==> config.mk <==
export PLATFORM = sky130hd
export DESIGN_NAME = source_text_tokenizer
export DESIGN_NICKNAME = d
export VERILOG_FILES = /design/src/sv/stt_pkg.sv /design/src/sv/source_text_tokenizer.sv /design/src/sv/stt_front.sv /design/src/sv/stt_token_queue.sv /design/src/sv/stt_back.sv
export VERILOG_INCLUDE_DIRS = /design/src /design/src/sv
export SDC_FILE = /design/constraint.sdc
export NUM_CORES = 1
export LEC_CHECK = 0
export ABC_AREA = 0
export BUFFER_PORTS_ARGS = -buffer_cell sky130_fd_sc_hd__buf_2
export CORE_MARGIN = 2
export CORE_UTILIZATION = 40
export DETAILED_ROUTE_END_ITERATION = 10
export PLACE_DENSITY = 0.57
export SETUP_SLACK_MARGIN = 0.2
export SYNTH_ARGS = -nofsm -noshare
export SYNTH_HDL_FRONTEND = slang
export SYNTH_HIERARCHICAL = 1
export SYNTH_SLANG_ARGS = --single-unit
==> constraint.sdc <==
create_clock -name clock -period 22.4 [get_ports clock]
set_input_delay 1.12 -clock clock [delete_from_list [all_inputs] [get_ports clock]]
set_output_delay 1.12 -clock clock [all_outputs]
set_load 0.03 [all_outputs]
==> src/sv/source_text_tokenizer_defines.svh <==
// Assertion macros shared by the source text tokenizer RTL.
// Depends on nothing; included by files that carry concurrent assertions.
`ifndef SOURCE_TEXT_TOKENIZER_DEFINES_SVH
`define SOURCE_TEXT_TOKENIZER_DEFINES_SVH

// Same-cycle implication, checked outside reset.
`define STT_ASSERT_NOW(label, clk, rst, ante, cons) \
   label: assert property (@(posedge clk) disable iff (rst) (ante) |-> (cons)) \
      else $error("tokenizer assertion failed");

// Next-cycle implication, checked outside reset.
`define STT_ASSERT_NEXT(label, clk, rst, ante, cons) \
   label: assert property (@(posedge clk) disable iff (rst) (ante) |=> (cons)) \
      else $error("tokenizer assertion failed");

`endif

==> src/sv/stt_pkg.sv <==
// Shared types and constants of the source text tokenizer.
// Depends on nothing; imported by every tokenizer module.
package stt_pkg;

   // Position counter width and the width of positions on the result port.
   localparam int POS_BITS     = 24;
   localparam int OUT_POS_BITS = 24;

   // Token queue between the classifier and the output stage.
   localparam int QUEUE_DEPTH = 4;
   localparam int QPTR_W      = $clog2(QUEUE_DEPTH);
   localparam int QCNT_W      = $clog2(QUEUE_DEPTH + 1);

   typedef logic [POS_BITS-1:0]     pos_type;
   typedef logic [OUT_POS_BITS-1:0] out_pos_type;
   typedef logic [QPTR_W-1:0]       qptr_type;
   typedef logic [QCNT_W-1:0]       qcnt_type;

   // Token kind codes, in result-port numbering.
   typedef enum logic [5:0] {
      TK_FUN, TK_STRUCT, TK_UNSAVE, TK_WHERE, TK_PRINT, TK_ENUM, TK_NAME, TK_ARROW,
      TK_LPAREN, TK_RPAREN, TK_COLON, TK_SEMI, TK_PLUS, TK_MINUS, TK_STAR, TK_SLASH,
      TK_PERCENT, TK_HASH, TK_DOLLAR, TK_AT, TK_DOT, TK_DOTDOT, TK_LT, TK_GT,
      TK_ASSIGN, TK_EQ, TK_LE, TK_GE, TK_OROR, TK_ANDAND, TK_BAR, TK_AMP,
      TK_LBRACE, TK_RBRACE, TK_LBRACKET, TK_RBRACKET, TK_NEWLINE, TK_COMMENT_OPEN,
      TK_COMMENT_CLOSE
   } token_kind_type;

   // One finished token.
   typedef struct packed {
      token_kind_type kind;
      out_pos_type    first_pos;
      out_pos_type    final_pos;
      logic           last;
   } token_type;

   // Tokens produced by one accepted transaction (zero, one or two).
   typedef struct packed {
      logic [1:0] count;
      token_type  tok0;
      token_type  tok1;
   } push_type;

   // Queue fill status seen by both sides.
   typedef struct packed {
      qcnt_type count;
      logic     not_empty;
   } qstat_type;

endpackage

==> src/sv/source_text_tokenizer.sv <==
// The tokenizer takes one source byte per cycle while req_stall is low (or an end-of-text
// mark) and returns tokens as a kind code with first and last byte positions; last_of_run
// flags the final token of each input transaction. The classifier accepts a new byte every
// cycle while the token queue has room for two tokens; the output register delivers one
// token per cycle while rsp_stall is low, and the four-entry queue absorbs a byte that
// releases two tokens (a name or lookahead operator followed by punctuation). Tokens pass
// from the queue through the result register to the result port. Operator bytes are held
// until the next byte or the end mark decides between their one- and two-byte forms.
// Depends on stt_pkg, stt_front, stt_token_queue, stt_back and the assertion macro header.
`include "source_text_tokenizer_defines.svh"

module source_text_tokenizer (
   input  logic                              clock,
   input  logic                              reset,
   input  logic                              req_valid,
   output logic                              req_stall,
   input  logic [7:0]                        req_source_byte,
   input  logic                              req_end_of_text,
   output logic                              rsp_valid,
   input  logic                              rsp_stall,
   output logic [5:0]                        rsp_token_kind,
   output logic [stt_pkg::OUT_POS_BITS-1:0]  rsp_first_pos,
   output logic [stt_pkg::OUT_POS_BITS-1:0]  rsp_final_pos,
   output logic                              rsp_last_of_run
);
   import stt_pkg::*;

   push_type  push;
   qstat_type q_stat;
   token_type head;
   logic      q_pop;

   // Classifier and lookahead state.
   stt_front u_front (
      .clock           (clock),
      .reset           (reset),
      .req_valid       (req_valid),
      .req_stall       (req_stall),
      .req_source_byte (req_source_byte),
      .req_end_of_text (req_end_of_text),
      .q_stat          (q_stat),
      .push            (push)
   );

   // Decoupling queue.
   stt_token_queue u_queue (
      .clock  (clock),
      .reset  (reset),
      .push   (push),
      .pop    (q_pop),
      .head   (head),
      .q_stat (q_stat)
   );

   // Result register.
   stt_back u_back (
      .clock           (clock),
      .reset           (reset),
      .head            (head),
      .q_stat          (q_stat),
      .pop             (q_pop),
      .rsp_valid       (rsp_valid),
      .rsp_stall       (rsp_stall),
      .rsp_token_kind  (rsp_token_kind),
      .rsp_first_pos   (rsp_first_pos),
      .rsp_final_pos   (rsp_final_pos),
      .rsp_last_of_run (rsp_last_of_run)
   );

   // The queue never holds more tokens than it has entries.
   `STT_ASSERT_NOW(a_queue_bound, clock, reset, 1'b1, q_stat.count <= qcnt_type'(QUEUE_DEPTH))
   // The output stage only pops a queue that holds a token.
   `STT_ASSERT_NOW(a_no_underflow, clock, reset, q_pop, q_stat.not_empty)
   // Tokens pushed by a transaction are visible in the queue or on the result port next cycle.
   `STT_ASSERT_NEXT(a_push_visible, clock, reset, push.count != 2'd0, q_stat.not_empty || rsp_valid)

endmodule

==> src/sv/stt_front.sv <==
// Front end of the tokenizer: classifies each byte, keeps the lookahead and name state.
// Depends on stt_pkg; feeds stt_token_queue.
module stt_front (
   input  logic               clock,
   input  logic               reset,
   input  logic               req_valid,
   output logic               req_stall,
   input  logic [7:0]         req_source_byte,
   input  logic               req_end_of_text,
   input  stt_pkg::qstat_type q_stat,
   output stt_pkg::push_type  push
);
   import stt_pkg::*;

   // Operator held for one byte of lookahead.
   typedef enum logic [3:0] {
      OP_NONE, OP_LT, OP_GT, OP_MINUS, OP_STAR, OP_SLASH, OP_AMP, OP_BAR, OP_EQ, OP_DOT
   } held_op_type;

   typedef struct packed {
      logic           valid;
      token_kind_type kind;
   } punct_type;

   localparam logic [7:0] CH_SPACE = 8'h20;
   localparam logic [7:0] CH_CR    = 8'h0D;
   localparam logic [7:0] CH_TAB   = 8'h09;
   localparam logic [7:0] CH_LF    = 8'h0A;
   localparam logic [7:0] CH_HASH  = 8'h23;
   localparam logic [7:0] CH_DOLL  = 8'h24;
   localparam logic [7:0] CH_AT    = 8'h40;
   localparam logic [7:0] CH_PCT   = 8'h25;

   // Keyword texts, first byte in the low bits, unused bytes zero.
   localparam logic [47:0] KW_FUN    = 48'h0000006E7566;
   localparam logic [47:0] KW_STRUCT = 48'h746375727473;
   localparam logic [47:0] KW_UNSAVE = 48'h657661736E75;
   localparam logic [47:0] KW_WHERE  = 48'h006572656877;
   localparam logic [47:0] KW_ENUM   = 48'h00006D756E65;
   localparam logic [47:0] KW_PRINT  = 48'h00746E697270;

   localparam logic [2:0] NAME_KEEP = 3'd6;
   localparam logic [2:0] NAME_SAT  = 3'd7;

   function automatic held_op_type op_of(input logic [7:0] c);
      held_op_type r;
      unique case (c)
         8'h3C:   r = OP_LT;
         8'h3E:   r = OP_GT;
         8'h2D:   r = OP_MINUS;
         8'h2A:   r = OP_STAR;
         8'h2F:   r = OP_SLASH;
         8'h26:   r = OP_AMP;
         8'h7C:   r = OP_BAR;
         8'h3D:   r = OP_EQ;
         8'h2E:   r = OP_DOT;
         default: r = OP_NONE;
      endcase
      return r;
   endfunction

   function automatic punct_type punct_of(input logic [7:0] c);
      punct_type r;
      r.valid = 1'b1;
      unique case (c)
         8'h29:   r.kind = TK_RPAREN;
         8'h28:   r.kind = TK_LPAREN;
         8'h3A:   r.kind = TK_COLON;
         8'h3B:   r.kind = TK_SEMI;
         CH_LF:   r.kind = TK_NEWLINE;
         8'h7B:   r.kind = TK_LBRACE;
         8'h7D:   r.kind = TK_RBRACE;
         8'h5B:   r.kind = TK_LBRACKET;
         8'h5D:   r.kind = TK_RBRACKET;
         8'h2B:   r.kind = TK_PLUS;
         CH_PCT:  r.kind = TK_PERCENT;
         CH_HASH: r.kind = TK_HASH;
         CH_DOLL: r.kind = TK_DOLLAR;
         CH_AT:   r.kind = TK_AT;
         default: begin
            r.valid = 1'b0;
            r.kind  = TK_NAME;
         end
      endcase
      return r;
   endfunction

   function automatic token_kind_type op_single(input held_op_type op);
      token_kind_type r;
      unique case (op)
         OP_LT:    r = TK_LT;
         OP_GT:    r = TK_GT;
         OP_MINUS: r = TK_MINUS;
         OP_STAR:  r = TK_STAR;
         OP_SLASH: r = TK_SLASH;
         OP_AMP:   r = TK_AMP;
         OP_BAR:   r = TK_BAR;
         OP_EQ:    r = TK_ASSIGN;
         OP_DOT:   r = TK_DOT;
         default:  r = TK_NAME;
      endcase
      return r;
   endfunction

   function automatic logic [7:0] op_second(input held_op_type op);
      logic [7:0] r;
      unique case (op)
         OP_LT:    r = 8'h3D;
         OP_GT:    r = 8'h3D;
         OP_MINUS: r = 8'h3E;
         OP_STAR:  r = 8'h2F;
         OP_SLASH: r = 8'h2A;
         OP_AMP:   r = 8'h26;
         OP_BAR:   r = 8'h7C;
         OP_EQ:    r = 8'h3D;
         OP_DOT:   r = 8'h2E;
         default:  r = 8'h00;
      endcase
      return r;
   endfunction

   function automatic token_kind_type op_double(input held_op_type op);
      token_kind_type r;
      unique case (op)
         OP_LT:    r = TK_LE;
         OP_GT:    r = TK_GE;
         OP_MINUS: r = TK_ARROW;
         OP_STAR:  r = TK_COMMENT_CLOSE;
         OP_SLASH: r = TK_COMMENT_OPEN;
         OP_AMP:   r = TK_ANDAND;
         OP_BAR:   r = TK_OROR;
         OP_EQ:    r = TK_EQ;
         OP_DOT:   r = TK_DOTDOT;
         default:  r = TK_NAME;
      endcase
      return r;
   endfunction

   // All six keyword compares run in parallel on the held prefix.
   function automatic token_kind_type name_kind(input logic [2:0] len,
                                                input logic [47:0] prefix);
      token_kind_type r;
      priority if (len == 3'd3 && prefix == KW_FUN)    r = TK_FUN;
      else if     (len == 3'd6 && prefix == KW_STRUCT) r = TK_STRUCT;
      else if     (len == 3'd6 && prefix == KW_UNSAVE) r = TK_UNSAVE;
      else if     (len == 3'd5 && prefix == KW_WHERE)  r = TK_WHERE;
      else if     (len == 3'd4 && prefix == KW_ENUM)   r = TK_ENUM;
      else if     (len == 3'd5 && prefix == KW_PRINT)  r = TK_PRINT;
      else                                             r = TK_NAME;
      return r;
   endfunction

   pos_type     pos_ff, pos_in;
   held_op_type held_ff, held_in;
   pos_type     held_pos_ff, held_pos_in;
   logic [2:0]  name_len_ff, name_len_in;
   logic [47:0] prefix_ff, prefix_in;
   pos_type     name_start_ff, name_start_in;

   logic        accept;
   logic [7:0]  c;
   logic        held_v, name_v, c_sep, ordinary, consumed;
   held_op_type c_op;
   punct_type   c_pk;
   token_type   held_tok, name_tok, punct_tok, slot0, slot1;
   logic        slot0_v, slot1_v;

   // Room for two more tokens is required before a transaction is taken.
   assign req_stall = q_stat.count > qcnt_type'(QUEUE_DEPTH - 2);
   assign accept    = req_valid && !req_stall;

   // Classify the byte and build the up to two tokens it releases.
   always_comb begin
      c        = req_source_byte;
      held_v   = held_ff != OP_NONE;
      name_v   = name_len_ff != 3'd0;
      c_op     = op_of(c);
      c_pk     = punct_of(c);
      c_sep    = (c == CH_SPACE) || (c == CH_CR) || (c == CH_TAB);
      ordinary = !c_sep && !c_pk.valid && (c_op == OP_NONE);
      consumed = !req_end_of_text && held_v && (c == op_second(held_ff));

      held_tok.kind      = consumed ? op_double(held_ff) : op_single(held_ff);
      held_tok.first_pos = out_pos_type'(held_pos_ff);
      held_tok.final_pos = consumed ? out_pos_type'(held_pos_ff + pos_type'(1))
                                    : out_pos_type'(held_pos_ff);
      held_tok.last      = 1'b0;

      name_tok.kind      = name_kind(name_len_ff, prefix_ff);
      name_tok.first_pos = out_pos_type'(name_start_ff);
      name_tok.final_pos = out_pos_type'(pos_ff - pos_type'(1));
      name_tok.last      = 1'b0;

      punct_tok.kind      = c_pk.kind;
      punct_tok.first_pos = out_pos_type'(pos_ff);
      punct_tok.final_pos = out_pos_type'(pos_ff);
      punct_tok.last      = 1'b0;

      slot0 = held_v ? held_tok : name_tok;
      slot1 = punct_tok;
      if (req_end_of_text) begin
         slot0_v = held_v || name_v;
         slot1_v = 1'b0;
      end else begin
         slot0_v = held_v || (name_v && !ordinary);
         slot1_v = !consumed && c_pk.valid;
      end
   end

   // Compact the tokens into the push transaction and mark the last one.
   always_comb begin
      push.count     = accept ? (2'(slot0_v) + 2'(slot1_v)) : 2'd0;
      push.tok0      = slot0_v ? slot0 : slot1;
      push.tok0.last = !(slot0_v && slot1_v);
      push.tok1      = slot1;
      push.tok1.last = 1'b1;
   end

   // Next state of position, lookahead and pending name.
   always_comb begin
      pos_in        = pos_ff;
      held_in       = held_ff;
      held_pos_in   = held_pos_ff;
      name_len_in   = name_len_ff;
      prefix_in     = prefix_ff;
      name_start_in = name_start_ff;
      if (accept) begin
         if (req_end_of_text) begin
            held_in     = OP_NONE;
            name_len_in = 3'd0;
            prefix_in   = '0;
         end else begin
            pos_in  = pos_ff + pos_type'(1);
            held_in = OP_NONE;
            if (!consumed && c_op != OP_NONE) begin
               held_in     = c_op;
               held_pos_in = pos_ff;
            end
            if (!consumed && ordinary) begin
               if (!name_v) begin
                  name_start_in = pos_ff;
                  prefix_in     = 48'(c);
               end else if (name_len_ff < NAME_KEEP) begin
                  prefix_in = prefix_ff | (48'(c) << {name_len_ff, 3'b000});
               end
               name_len_in = (name_len_ff == NAME_SAT) ? NAME_SAT : name_len_ff + 3'd1;
            end else if (!consumed && name_v) begin
               name_len_in = 3'd0;
               prefix_in   = '0;
            end
         end
      end
   end

   // Control state.
   always_ff @(posedge clock) begin
      if (reset) begin
         pos_ff      <= '0;
         held_ff     <= OP_NONE;
         name_len_ff <= 3'd0;
      end else begin
         pos_ff      <= pos_in;
         held_ff     <= held_in;
         name_len_ff <= name_len_in;
      end
   end

   // Payload state, only read while its valid marker is set.
   always_ff @(posedge clock) begin
      held_pos_ff   <= held_pos_in;
      prefix_ff     <= prefix_in;
      name_start_ff <= name_start_in;
   end

endmodule

==> src/sv/stt_token_queue.sv <==
// Token queue between classifier and output stage: two writes, one read per cycle.
// Depends on stt_pkg; written by stt_front, drained by stt_back.
module stt_token_queue (
   input  logic                clock,
   input  logic                reset,
   input  stt_pkg::push_type   push,
   input  logic                pop,
   output stt_pkg::token_type  head,
   output stt_pkg::qstat_type  q_stat
);
   import stt_pkg::*;

   function automatic qptr_type ptr_next(input qptr_type p);
      return (p == qptr_type'(QUEUE_DEPTH - 1)) ? '0 : p + qptr_type'(1);
   endfunction

   token_type tok_ff [QUEUE_DEPTH];
   qptr_type  wr_ptr_ff, wr_ptr_in, rd_ptr_ff, rd_ptr_in;
   qcnt_type  count_ff, count_in;
   qptr_type  wr_second;

   assign wr_second       = ptr_next(wr_ptr_ff);
   assign head            = tok_ff[rd_ptr_ff];
   assign q_stat.count    = count_ff;
   assign q_stat.not_empty = count_ff != '0;

   // Pointer and fill count updates.
   always_comb begin
      rd_ptr_in = pop ? ptr_next(rd_ptr_ff) : rd_ptr_ff;
      unique case (push.count)
         2'd1:    wr_ptr_in = wr_second;
         2'd2:    wr_ptr_in = ptr_next(wr_second);
         default: wr_ptr_in = wr_ptr_ff;
      endcase
      count_in = count_ff + qcnt_type'(push.count) - qcnt_type'(pop);
   end

   always_ff @(posedge clock) begin
      if (reset) begin
         wr_ptr_ff <= '0;
         rd_ptr_ff <= '0;
         count_ff  <= '0;
      end else begin
         wr_ptr_ff <= wr_ptr_in;
         rd_ptr_ff <= rd_ptr_in;
         count_ff  <= count_in;
      end
   end

   // Token storage.
   always_ff @(posedge clock) begin
      if (push.count != 2'd0) begin
         tok_ff[wr_ptr_ff] <= push.tok0;
      end
      if (push.count == 2'd2) begin
         tok_ff[wr_second] <= push.tok1;
      end
   end

endmodule

==> src/sv/stt_back.sv <==
// Output stage of the tokenizer: registers one token and presents it on the result port.
// Depends on stt_pkg; drains stt_token_queue.
module stt_back (
   input  logic                       clock,
   input  logic                       reset,
   input  stt_pkg::token_type         head,
   input  stt_pkg::qstat_type         q_stat,
   output logic                       pop,
   output logic                       rsp_valid,
   input  logic                       rsp_stall,
   output logic [5:0]                 rsp_token_kind,
   output logic [stt_pkg::OUT_POS_BITS-1:0] rsp_first_pos,
   output logic [stt_pkg::OUT_POS_BITS-1:0] rsp_final_pos,
   output logic                       rsp_last_of_run
);
   import stt_pkg::*;

   logic      out_valid_ff, out_valid_in;
   token_type out_tok_ff;

   // Load a new token when the register is empty or its token is being taken.
   assign pop          = q_stat.not_empty && (!out_valid_ff || !rsp_stall);
   assign out_valid_in = pop || (out_valid_ff && rsp_stall);

   always_ff @(posedge clock) begin
      if (reset) begin
         out_valid_ff <= 1'b0;
      end else begin
         out_valid_ff <= out_valid_in;
      end
   end

   always_ff @(posedge clock) begin
      if (pop) begin
         out_tok_ff <= head;
      end
   end

   assign rsp_valid       = out_valid_ff;
   assign rsp_token_kind  = out_tok_ff.kind;
   assign rsp_first_pos   = out_tok_ff.first_pos;
   assign rsp_final_pos   = out_tok_ff.final_pos;
   assign rsp_last_of_run = out_tok_ff.last;

endmodule
# Yosys cells after proc, flatten, opt, wreduce, memory -nomap -nowiden
# Memory sizes are Yosys's and may differ from the RTL's. A register that Yosys moved wholly into a read port is not among the register bits.
# Index checks and enable logic that the tools add are counted.
dict set report classes {
  addsub 10
  n_mul 0
  div 0
  order_cmp 2
  eq_ne 44
  shifts 1
  muxes 40
  n_bitwise 3
  n_reduce_logical 48
}
# cell n
set ops {}
lappend ops {{$mux W48} 4}
lappend ops {{$eq A8 B6 Y1 const B} 17}
lappend ops {{$mux W55} 2}
lappend ops {{$eq A48 B39 Y1 const B} 2}
lappend ops {{$eq A48 B47 Y1 const B} 2}
lappend ops {{$pmux W6 S14} 1}
lappend ops {{$add A24 B1 Y24 const B} 2}
lappend ops {{$eq A48 B23 Y1 const B} 1}
lappend ops {{$eq A48 B31 Y1 const B} 1}
lappend ops {{$eq A8 B7 Y1 const B} 6}
lappend ops {{$or A48 B48 Y48} 1}
lappend ops {{$shl A8 B6 Y48} 1}
lappend ops {{$mux W6} 6}
lappend ops {{$pmux W4 S9} 1}
lappend ops {{$mux W4} 8}
lappend ops {{$eq A8 B4 Y1 const B} 3}
lappend ops {{$mux W24} 1}
lappend ops {{$sub A24 B1 Y24 const B} 1}
lappend ops {{$logic_and A1 B1 Y1} 19}
lappend ops {{$reduce_or A14 Y1} 1}
lappend ops {{$eq A3 B3 Y1 const B} 4}
lappend ops {{$mux W3} 4}
lappend ops {{$mux W2} 5}
lappend ops {{$logic_not A1 Y1} 9}
lappend ops {{other kinds (23)} 46}
dict set report totals {
  register_bits 135
  latchBits 0
  mem_bits_rw 220
  mem_bits_ro 288
  n_memories 4
}
# memory depth width read_ports rd_clocked_by_memory_dff wr line
set memory_table {}
lappend memory_table {u_queue.tok_ff 4 55 1 1 2 stt_token_queue.sv:17} ;# token_type tok_ff [QUEUE_DEPTH];
lappend memory_table {{(no name shown)} 16 7 1 1 0 stt_front.sv:107} ;# unique case (op)
lappend memory_table {{(no name shown)} 16 6 1 1 0 stt_front.sv:124} ;# unique case (op)
lappend memory_table {{(no name shown)} 16 5 1 1 0 stt_front.sv:90} ;# unique case (op)

# Logic depth before layout (Yosys ltp)
# Gate-level depths: netlist of the first run.
dict set report logic_depth {
  word_depth 15
  depth_mapped 20
  ltp_nobuf 16
}

# By module
# The synthesis of the first run kept the hierarchy.
# module instances cells_per_inst area_per_inst_um2
set modules_own_cells {}
lappend modules_own_cells {stt_token_queue 1 592 11189.5}
lappend modules_own_cells {stt_front 1 958 8871.0}
lappend modules_own_cells {stt_back 1 59 1687.9}

# Worst setup path after synthesis of the first run
# OpenSTA, ideal clock, no wires.
dict set report synth_path {
  path_type {input to register}
  start {in req_source_byte[3]}
  end {mem u_queue/tok_ff[0][0] (netlist bit), enable pin}
  setup_ns 0.544
  arrival_ns 7.499
  path_slack_ns 14.357
  stages 16
  n_path_buf 3
  path_cell_list {buf_6 > or4_4 > or4_4 > o211ai_2 > nor4_2 > buf_6 > buf_6 > nand2_1 > nand2_1 > nand2_1 > ha_1 > inv_1 > nor2_1 > inv_1 > ha_1 > o21ai_0}
}
# item line
set synth_lines {}
lappend synth_lines {{start: declaration} source_text_tokenizer.sv:17} ;# input logic [7:0] req_source_byte,
lappend synth_lines {{end: declaration} stt_token_queue.sv:17}

==> results of run 1 <==
==> power by group through the flow <==
| stage | logic [mW] | clock network (mW) | registers [mW] |
|---|---|---|---|
| after floorplan | 0.291 | 0 | 1.17 |
| after global placement | 0.536 | 0 | 1.07 |
| after detailed placement | 0.536 | 0 | 1.08 |
| after CTS | 0.539 | 0.800 | 1.06 |
| after global routing | 0.568 | 0.827 | 1.07 |
| final | 0.530 | 0.777 | 1.06 |
==> state kept, by name, indices dropped and copies added (netlist names), 4 cells and up, named ones only <==
name,cells
u_queue/tok_ff,220
u_front/held_pos_ff,24
u_front/held_ff,4
u_front/pos_ff,24
u_back/rsp_first_pos,24
u_front/prefix_ff,48
u_front/name_start_ff,24
u_back/rsp_final_pos,24
u_back/rsp_token_kind,6
==> routing by layer <==
| layer | vias up | GRT usage [%] | part of all wire, % |
|---|---|---|---|
| li1 | 6168 | - | - |
| met1 | 6742 | 25.0 | 44 |
| met2 | 328 | 32.8 | 49 |
| met3 | 77 | 2.73 | 4.5 |
| met4 | 0 | 5.66 | 2.3 |
| met5 | - | 0 | 0 |
==> cells by family (layout without fill, tap and decap cells) <==
group	Yosys count	after routing	share of synthesized area, %
DFF	429	429	56.6
and+or+nand+nor	415	415	9.94
muxes	311	311	18.8
AOI/OAI and AO/OA	196	196	6.19
buffers and inverters	166	220	4.38
xor gates and xnor gates	65	65	2.62
adders and majority gates	26	26	1.53
other	1	1	0.0172
==> worst min-delay path, cell delays in order, from the launching register on <==
cell and delay (ns):
dfxtp_1 0.31, mux2i_1 0.12, nor2_1 0.06
==> Yosys cell counts (31+ instances only) <==
cell type    n
a21oi_1     65
clkbuf_1    45
nor2_1     124
nand3_1     33
mux4_2      55
dfxtp_1     58
edfxtp_1   371
mux2_2     223
buf_4       32
nand2_1     81
mux2i_1     33
xnor2_1     44
nand4_1     31
inv_1       33
==> worst min path at each step <==
stage / startpoint / endpoint / slack [ns] / depth (start not counted)
detailed placement: u_queue/rd_ptr_ff[1] / register / 0.54 / 2
global route: u_queue/rd_ptr_ff[0] / register / 0.57 / 2
finish: u_queue/rd_ptr_ff[1] / register / 0.54 / 2
global placement: u_queue/rd_ptr_ff[1] / register / 0.52 / 2
floorplan: u_queue/rd_ptr_ff[1] / register / 0.49 / 2
CTS: u_queue/rd_ptr_ff[1] / register / 0.55 / 2
==> per-stage QoR <==
step / setup WS (ns) / utilization (%) / cell area [um^2] / instances / hold slack (ns)
floorplan: 14.36 / - / 21700 / 1609 / 0.492
global placement: 16.28 / 41.8 / 22500 / 2267 / 0.517
detailed placement: 16.24 / 41.8 / 22500 / 2267 / 0.540
CTS: 16.86 / 44.6 / 24000 / 2359 / 0.547
global route: 16.59 / 44.6 / 24000 / 2359 / 0.571
finish: 16.80 / 44.6 / 24000 / 2359 / 0.539
==> layout make-up <==
cell class,count,area [um^2]
clock buffers,65,1350
clock inverters,27,205
fillers,4822,29800
inverters,35,131
multi-input cells,1014,8640
flip-flops and latches,429,12300
well taps,696,871
repair buffers,93,526
==> tab_implementation.tex, run 1 <==
\begin{tabular}{lr}
\hline
Metric & Value \\
\hline
\multicolumn{2}{l}{\textbf{Clock network}} \\
\quad Htree depth & 2 \\
\quad Count of hold-fix buffers inserted at cts & 0 \\
\quad Inserted Clock Buffers & 50 \\
\quad Clock latency on the worst-skew pair & 0.58 ns \\
\quad CTS tree & done \\
\quad Post\_cts resized & 0 \\
\quad Sinks on the clock net & 429 \\
\quad Number of buffers on the longest clock path & 3 \\
\quad Post-CTS repair timing setup buffer count & 0 \\
\quad Root cell of the clock tree & clkbuf\_16 \\
\quad Clock slew at reported path FFs & 0.05 ns \\
\multicolumn{2}{l}{\textbf{Final layout}} \\
\quad Syn-to-layout area delta & 10.5\% \\
\quad Share of cells above drive strength 1 & 29.0\% \\
\quad Inserted Diodes & 0 \\
\quad Final nets & 1662 \\
\quad Commonest non-fill, non-tap cell in the layout & edfxtp\_1 \\
\quad Highest-count cells in the layout ignoring fill and taps & 371 x edfxtp\_1, 223 x mux2\_2, 124 x nor2\_1, 77 x nand2\_1, 69 x buf\_2 \\
\multicolumn{2}{l}{\textbf{Yosys}} \\
\quad Cell Area, Synth & 0.0217 mm\^{}2 \\
\quad Ys async rst share & 0\% \\
\quad Synthesized area per cell & 13.5 um\^{}2 \\
\quad Synth top area cells & edfxtp\_1 51\%, mux2\_2 12\%, mux4\_2 5.7\% \\
\quad Number of enable-type register cells in the synthesized netlist & 371 \\
\quad Number of distinct library cells after synthesis & 83 \\
\quad Share of synthesized area occupied by flip-flops and latches & 56.6\% \\
\quad Gate count after technology mapping & 1609 \\
\quad Top\_reg\_cell synth & edfxtp\_1 \\
\quad Syn. warnings & 6 \\
\quad Cell accounting for the most synthesized area & edfxtp\_1 \\
\quad Synthesized netlist net count & 1648 \\
\quad Flip-flop and latch count after synthesis & 429 \\
\quad Share of the synthesized area in the top cell type & 51.2\% \\
\multicolumn{2}{l}{\textbf{Power and ir drop}} \\
\quad Logic gate share of total power & 22.4\% \\
\quad Proportion of power drawn by the clock network & 32.9\% \\
\quad Lkg Pwr & 8.27 nW \\
\quad Reg power frac & 44.7\% \\
\quad Internal power contribution & 1.65 mW \\
\quad Total power after layout & 2.36 mW \\
\quad Switching Fraction & 30.0\% \\
\quad Worst ir drop on vdd & 0.0697 mV \\
\quad P per Cell Area & 98.4 mW/mm\^{}2 \\
\quad Net Sw Power & 710 uW \\
\multicolumn{2}{l}{\textbf{Drt}} \\
\quad Total via count in the routed design & 13300 \\
\quad Detail-routed via count per cell & 5.64 \\
\quad Antenna Violating Nets Remaining & 0 \\
\quad Iter 0 DRT Violations & 1033 \\
\quad Number of iterations in the first detailed-routing pass & 5 \\
\quad Mean routed wirelength per cell & 22.8 um \\
\quad DRC violations left & 0 \\
\quad Total length of routed wires & 53.9 mm \\
\multicolumn{2}{l}{\textbf{Die}} \\
\quad Effective utilization at floorplan & 40.4\% \\
\quad Core outline area & 0.0538 mm\^{}2 \\
\quad Die outline area & 0.0563 mm\^{}2 \\
\quad \# rows & 85 \\
\quad Die width & 237 um \\
\quad Count of boundary I/O pins & 70 \\
\quad Y dimension of the die & 237 um \\
\multicolumn{2}{l}{\textbf{Setup path}} \\
\quad Critical path startpoint category & input pin \\
\quad R2R setup slack & 17.46 ns \\
\quad Worst path depth & 15 \\
\quad Cell type of the slowest stage on the worst timing path & nor4b\_1 \\
\quad Critical Path AT & 5.87 ns \\
\quad Worst reg2reg path startpoint & u\_front/held\_ff[3] \\
\quad Critical path launch point & req\_source\_byte[2] \\
\quad Crit path kind & input pin to register \\
\quad Most common cell on crit path & buf\_4 \\
\quad Number of buffers and inverters on the critical path & 5 \\
\quad Endpoint of the most critical setup path & u\_queue/tok\_ff[0][39] \\
\quad Largest stage delay on the critical path & 0.79 ns \\
\quad Path depth of the worst reg2reg path & 13 \\
\quad Critical path required time & 22.67 ns \\
\quad Worst R2R End & u\_queue/tok\_ff[0][39] \\
\quad Category of the worst setup path capture point & register \\
\quad Crit-path cells & buf\_2 -> nor4b\_1 -> o21ai\_0 -> a31oi\_1 -> nor4\_4 -> buf\_4 -> nor3\_1 -> ha\_1 -> and3\_1 -> inv\_1 -> ha\_1 -> nand2\_2 -> buf\_4 -> o21ai\_4 -> buf\_4 \\
\quad Cell family contributing the most delay on the critical path & buffers and inverters \\
\quad CP Max Fanout & 56 \\
\multicolumn{2}{l}{\textbf{Timing}} \\
\quad Least-Margin Pin Slew & 1.26 ns \\
\quad Period minus WS final & 5.60 ns \\
\quad Final TNS setup & 0 ns \\
\quad Portion of the clock cycle consumed by the worst path in the final layout & 25.0\% \\
\quad Max-slew violation count & 0 \\
\quad Final setup fails & 0 \\
\quad Final setup skew & 0.0121 ns \\
\quad Number of failing hold endpoints at the final stage & 0 \\
\quad Setup repair after global routing missed its margin & false \\
\quad Fmax achieved & 179 MHz \\
\quad Worst slew slack as a fraction of its limit & 15.5\% \\
\multicolumn{2}{l}{\textbf{GRT}} \\
\quad Global route overflow & 0 \\
\quad First-pass GRT wire length & 82.0 mm \\
\quad Via count of the first global-routing pass & 13400 \\
\quad GRT Resource Usage Total & 19.0\% \\
\quad Initial antenna violation count & 2 \\
\quad Pin count of the biggest net entering global routing & 74 \\
\multicolumn{2}{l}{\textbf{Placement}} \\
\quad Post-DP HPWL & 32.1 mm \\
\quad Final estimated routing congestion in global placement & 0.850 \\
\quad Input/output buffers & 69 \\
\multicolumn{2}{l}{\textbf{Worst hold path}} \\
\quad Min-Delay Path Class & register to register \\
\multicolumn{2}{l}{\textbf{Status}} \\
\quad Run status & complete, no violations \\
\multicolumn{2}{l}{\textbf{Job}} \\
\quad Max-cap check violation count & 0 \\
\hline
\end{tabular}
Note: power is estimated with default switching activity, not from simulation.
==> run 2, diff against run 1 <==
--- a/config.mk
+++ b/config.mk
@@ -11,7 +11,7 @@
 export CORE_MARGIN = 2
 export CORE_UTILIZATION = 40
 export DETAILED_ROUTE_END_ITERATION = 10
-export PLACE_DENSITY = 0.57
+export PLACE_DENSITY = 0.59
 export SETUP_SLACK_MARGIN = 0.2
 export SYNTH_ARGS = -nofsm -noshare
 export SYNTH_HDL_FRONTEND = slang
==> constraint.sdc (replaced) <==
create_clock -name clock -period 4.85 [get_ports clock]
set_input_delay 0.2425 -clock clock [delete_from_list [all_inputs] [get_ports clock]]
set_output_delay 0.2425 -clock clock [all_outputs]
set_load 0.03 [all_outputs]
==> run 2 against run 1 <==
Effect of this change:
- register-to-register slack worse by 16 ns
- die area stayed put
- design area is 1.6% higher
- flip-flop and latch count stayed put
- first-iteration DRC count is 5.8% lower
- critical endpoint is now u_queue/tok_ff[1][20]
- highest routed layer unchanged
==> tab_implementation.tex, run 2 (synthesized netlist as in run 1, its figures left out) <==
\begin{tabular}{lr}
\hline
Metric & Value \\
\hline
\multicolumn{2}{l}{\textbf{Status}} \\
\quad Run status & complete, no violations \\
\multicolumn{2}{l}{\textbf{Final layout}} \\
\quad Share of cells above drive strength 1 & 30.3\% \\
\quad Non-filler cells, final & 2379 \\
\quad Biggest registers after layout & u\_queue/tok\_ff x220, u\_front/prefix\_ff x48 \\
\quad Syn-to-layout area delta & 12.2\% \\
\quad Inserted Diodes & 0 \\
\quad Final nets & 1684 \\
\quad Number of flip-flops under the largest register name & 220 \\
\quad Commonest non-fill, non-tap cell in the layout & edfxtp\_1 \\
\quad Final Core Density & 45.4\% \\
\quad Final design instance area without fill & 0.0244 mm\^{}2 \\
\quad Highest-count cells in the layout ignoring fill and taps & 371 x edfxtp\_1, 223 x mux2\_2, 124 x nor2\_1, 77 x nand2\_1, 69 x buf\_2 \\
\quad Largest reg by FF count & u\_queue/tok\_ff \\
\multicolumn{2}{l}{\textbf{Die}} \\
\quad Die outline area & 0.0563 mm\^{}2 \\
\quad Count of boundary I/O pins & 70 \\
\quad \# rows & 85 \\
\quad Core outline area & 0.0538 mm\^{}2 \\
\quad Die width & 237 um \\
\quad Effective utilization at floorplan & 40.4\% \\
\quad Y dimension of the die & 237 um \\
\multicolumn{2}{l}{\textbf{Setup path}} \\
\quad CP Max Fanout & 26 \\
\quad Critical Path AT & 3.97 ns \\
\quad Category of the worst setup path capture point & register \\
\quad Critical path launch point & u\_front/name\_len\_ff[1] \\
\quad Worst reg2reg path startpoint & u\_front/name\_len\_ff[1] \\
\quad Critical path required time & 5.12 ns \\
\quad Crit path kind & register to register \\
\quad Critical path startpoint category & register \\
\quad R2R setup slack & 1.14 ns \\
\multicolumn{2}{l}{\textbf{Drt}} \\
\quad Total length of routed wires & 53.1 mm \\
\quad Number of iterations in the first detailed-routing pass & 5 \\
\quad Highest metal layer used by the detailed router & met4 \\
\quad Routed metal-1 wire length & 23.2 mm \\
\quad Total via count in the routed design & 13500 \\
\quad Antenna Violating Nets Remaining & 0 \\
\quad Detail-routed via count per cell & 5.66 \\
\quad Routed wire length on met3 & 2.52 mm \\
\quad Iter 0 DRT Violations & 973 \\
\quad DRC violations left & 0 \\
\quad Routed met2 length & 25.7 mm \\
\quad Mean routed wirelength per cell & 22.3 um \\
\multicolumn{2}{l}{\textbf{Clock network}} \\
\quad Clock latency on the worst-skew pair & 0.59 ns \\
\quad CTS tree & done \\
\quad Post-CTS repair timing setup buffer count & 0 \\
\quad Inserted Clock Buffers & 47 \\
\quad Clock slew at reported path FFs & 0.06 ns \\
\quad Htree depth & 2 \\
\quad Root cell of the clock tree & clkbuf\_16 \\
\quad Number of buffers on the longest clock path & 3 \\
\quad Sinks on the clock net & 429 \\
\multicolumn{2}{l}{\textbf{Timing}} \\
\quad Final setup skew & 0.0275 ns \\
\quad Portion of the clock cycle consumed by the worst path in the final layout & 76.4\% \\
\quad Final setup fails & 0 \\
\quad Max-slew violation count & 0 \\
\quad Period minus WS final & 3.71 ns \\
\quad Setup repair after global routing missed its margin & false \\
\quad Worst slew slack as a fraction of its limit & 19.4\% \\
\quad Least-Margin Pin Slew & 1.20 ns \\
\quad Final TNS setup & 0 ns \\
\quad Fmax achieved & 270 MHz \\
\quad Number of failing hold endpoints at the final stage & 0 \\
\multicolumn{2}{l}{\textbf{GRT}} \\
\quad GRT Resource Usage Total & 18.9\% \\
\quad Initial antenna violation count & 0 \\
\quad Pin count of the biggest net entering global routing & 73 \\
\quad Global route overflow & 0 \\
\quad Via count of the first global-routing pass & 13700 \\
\quad First-pass GRT wire length & 82.5 mm \\
\multicolumn{2}{l}{\textbf{Placement}} \\
\quad Placed cells & 2291 \\
\quad Input/output buffers & 69 \\
\quad Final estimated routing congestion in global placement & 0.870 \\
\quad Post-DP HPWL & 33.3 mm \\
\quad Area after detailed placement & 0.0229 mm\^{}2 \\
\multicolumn{2}{l}{\textbf{Job}} \\
\quad Max-cap check violation count & 0 \\
\multicolumn{2}{l}{\textbf{Power and ir drop}} \\
\quad Total power after layout & 10.9 mW \\
\quad Worst ir drop on vdd & 0.335 mV \\
\quad Lkg Pwr & 8.46 nW \\
\quad P per Cell Area & 448 mW/mm\^{}2 \\
\multicolumn{2}{l}{\textbf{Worst hold path}} \\
\quad Worst hold path startpoint & req\_end\_of\_text \\
\quad Min-Delay Path Class & input pin to register \\
\hline
\end{tabular}
==> run 2: worst paths after layout <==
kind / end / cells after the start
setup / recovery: u_queue/tok_ff[1][20] / 12
hold / removal: u_front/name_len_ff[2] / 2
setup reg to reg: u_queue/tok_ff[1][20] / 12
hold reg to reg: register / 2
==> run 2: area by class of cell <==
type | count | area (um^2)
Clock buffer | 63 | 1290
Tap cell | 696 | 871
Inverter | 35 | 131
Clock inverter | 24 | 254
Multi-Input combinational cell | 1014 | 8630
Sequential cell | 429 | 12300
Fill cell | 4795 | 29400
Timing Repair Buffer | 118 | 928
==> run 2: where the power goes <==
| part | leakage [nW] | internal [mW] | total, mW | switching (mW) |
|---|---|---|---|---|
| registers | 3.95 | 4.63 | 4.97 | 0.347 |
| clock network | 0.754 | 2.09 | 3.60 | 1.51 |
| logic | 3.76 | 0.917 | 2.35 | 1.44 |
| total | 8.46 | 7.64 | 10.9 | 3.29 |
==> run 2: critical path, cell delays in order (launching register included) <==
cell	delay, ns
dfxtp_1	0.47
inv_1	0.17
ha_1	0.28
nand2b_1	0.31
nand2_1	0.21
nand2_1	0.14
ha_1	0.24
and3_1	0.19
inv_1	0.10
ha_1	0.31
nand2_2	0.37
o21ai_4	0.30
buf_12	0.26
==> run 2: what timing repair did <==
item | CTS | global route
endpoints found under the hold margin | 1 | 0
resized for setup | 0 | 0
hold buffers | 1 | 0
endpoints found under the setup margin | 0 | 0
==> run 2: metal layers <==
metal  vias up  track usage, %
li1       6216               -
met1      6781            25.0
met2       368            32.0
met3        89            2.66
met4         0            6.90
met5         -               0
==> run 2: stage by stage <==
step	worst slack (ns)	hold WS [ns]
floorplan	-0.844	0.309
global placement	0.621	0.517
detailed placement	0.570	0.527
CTS	1.17	0.111
global route	0.925	0.157
finish	1.14	0.129
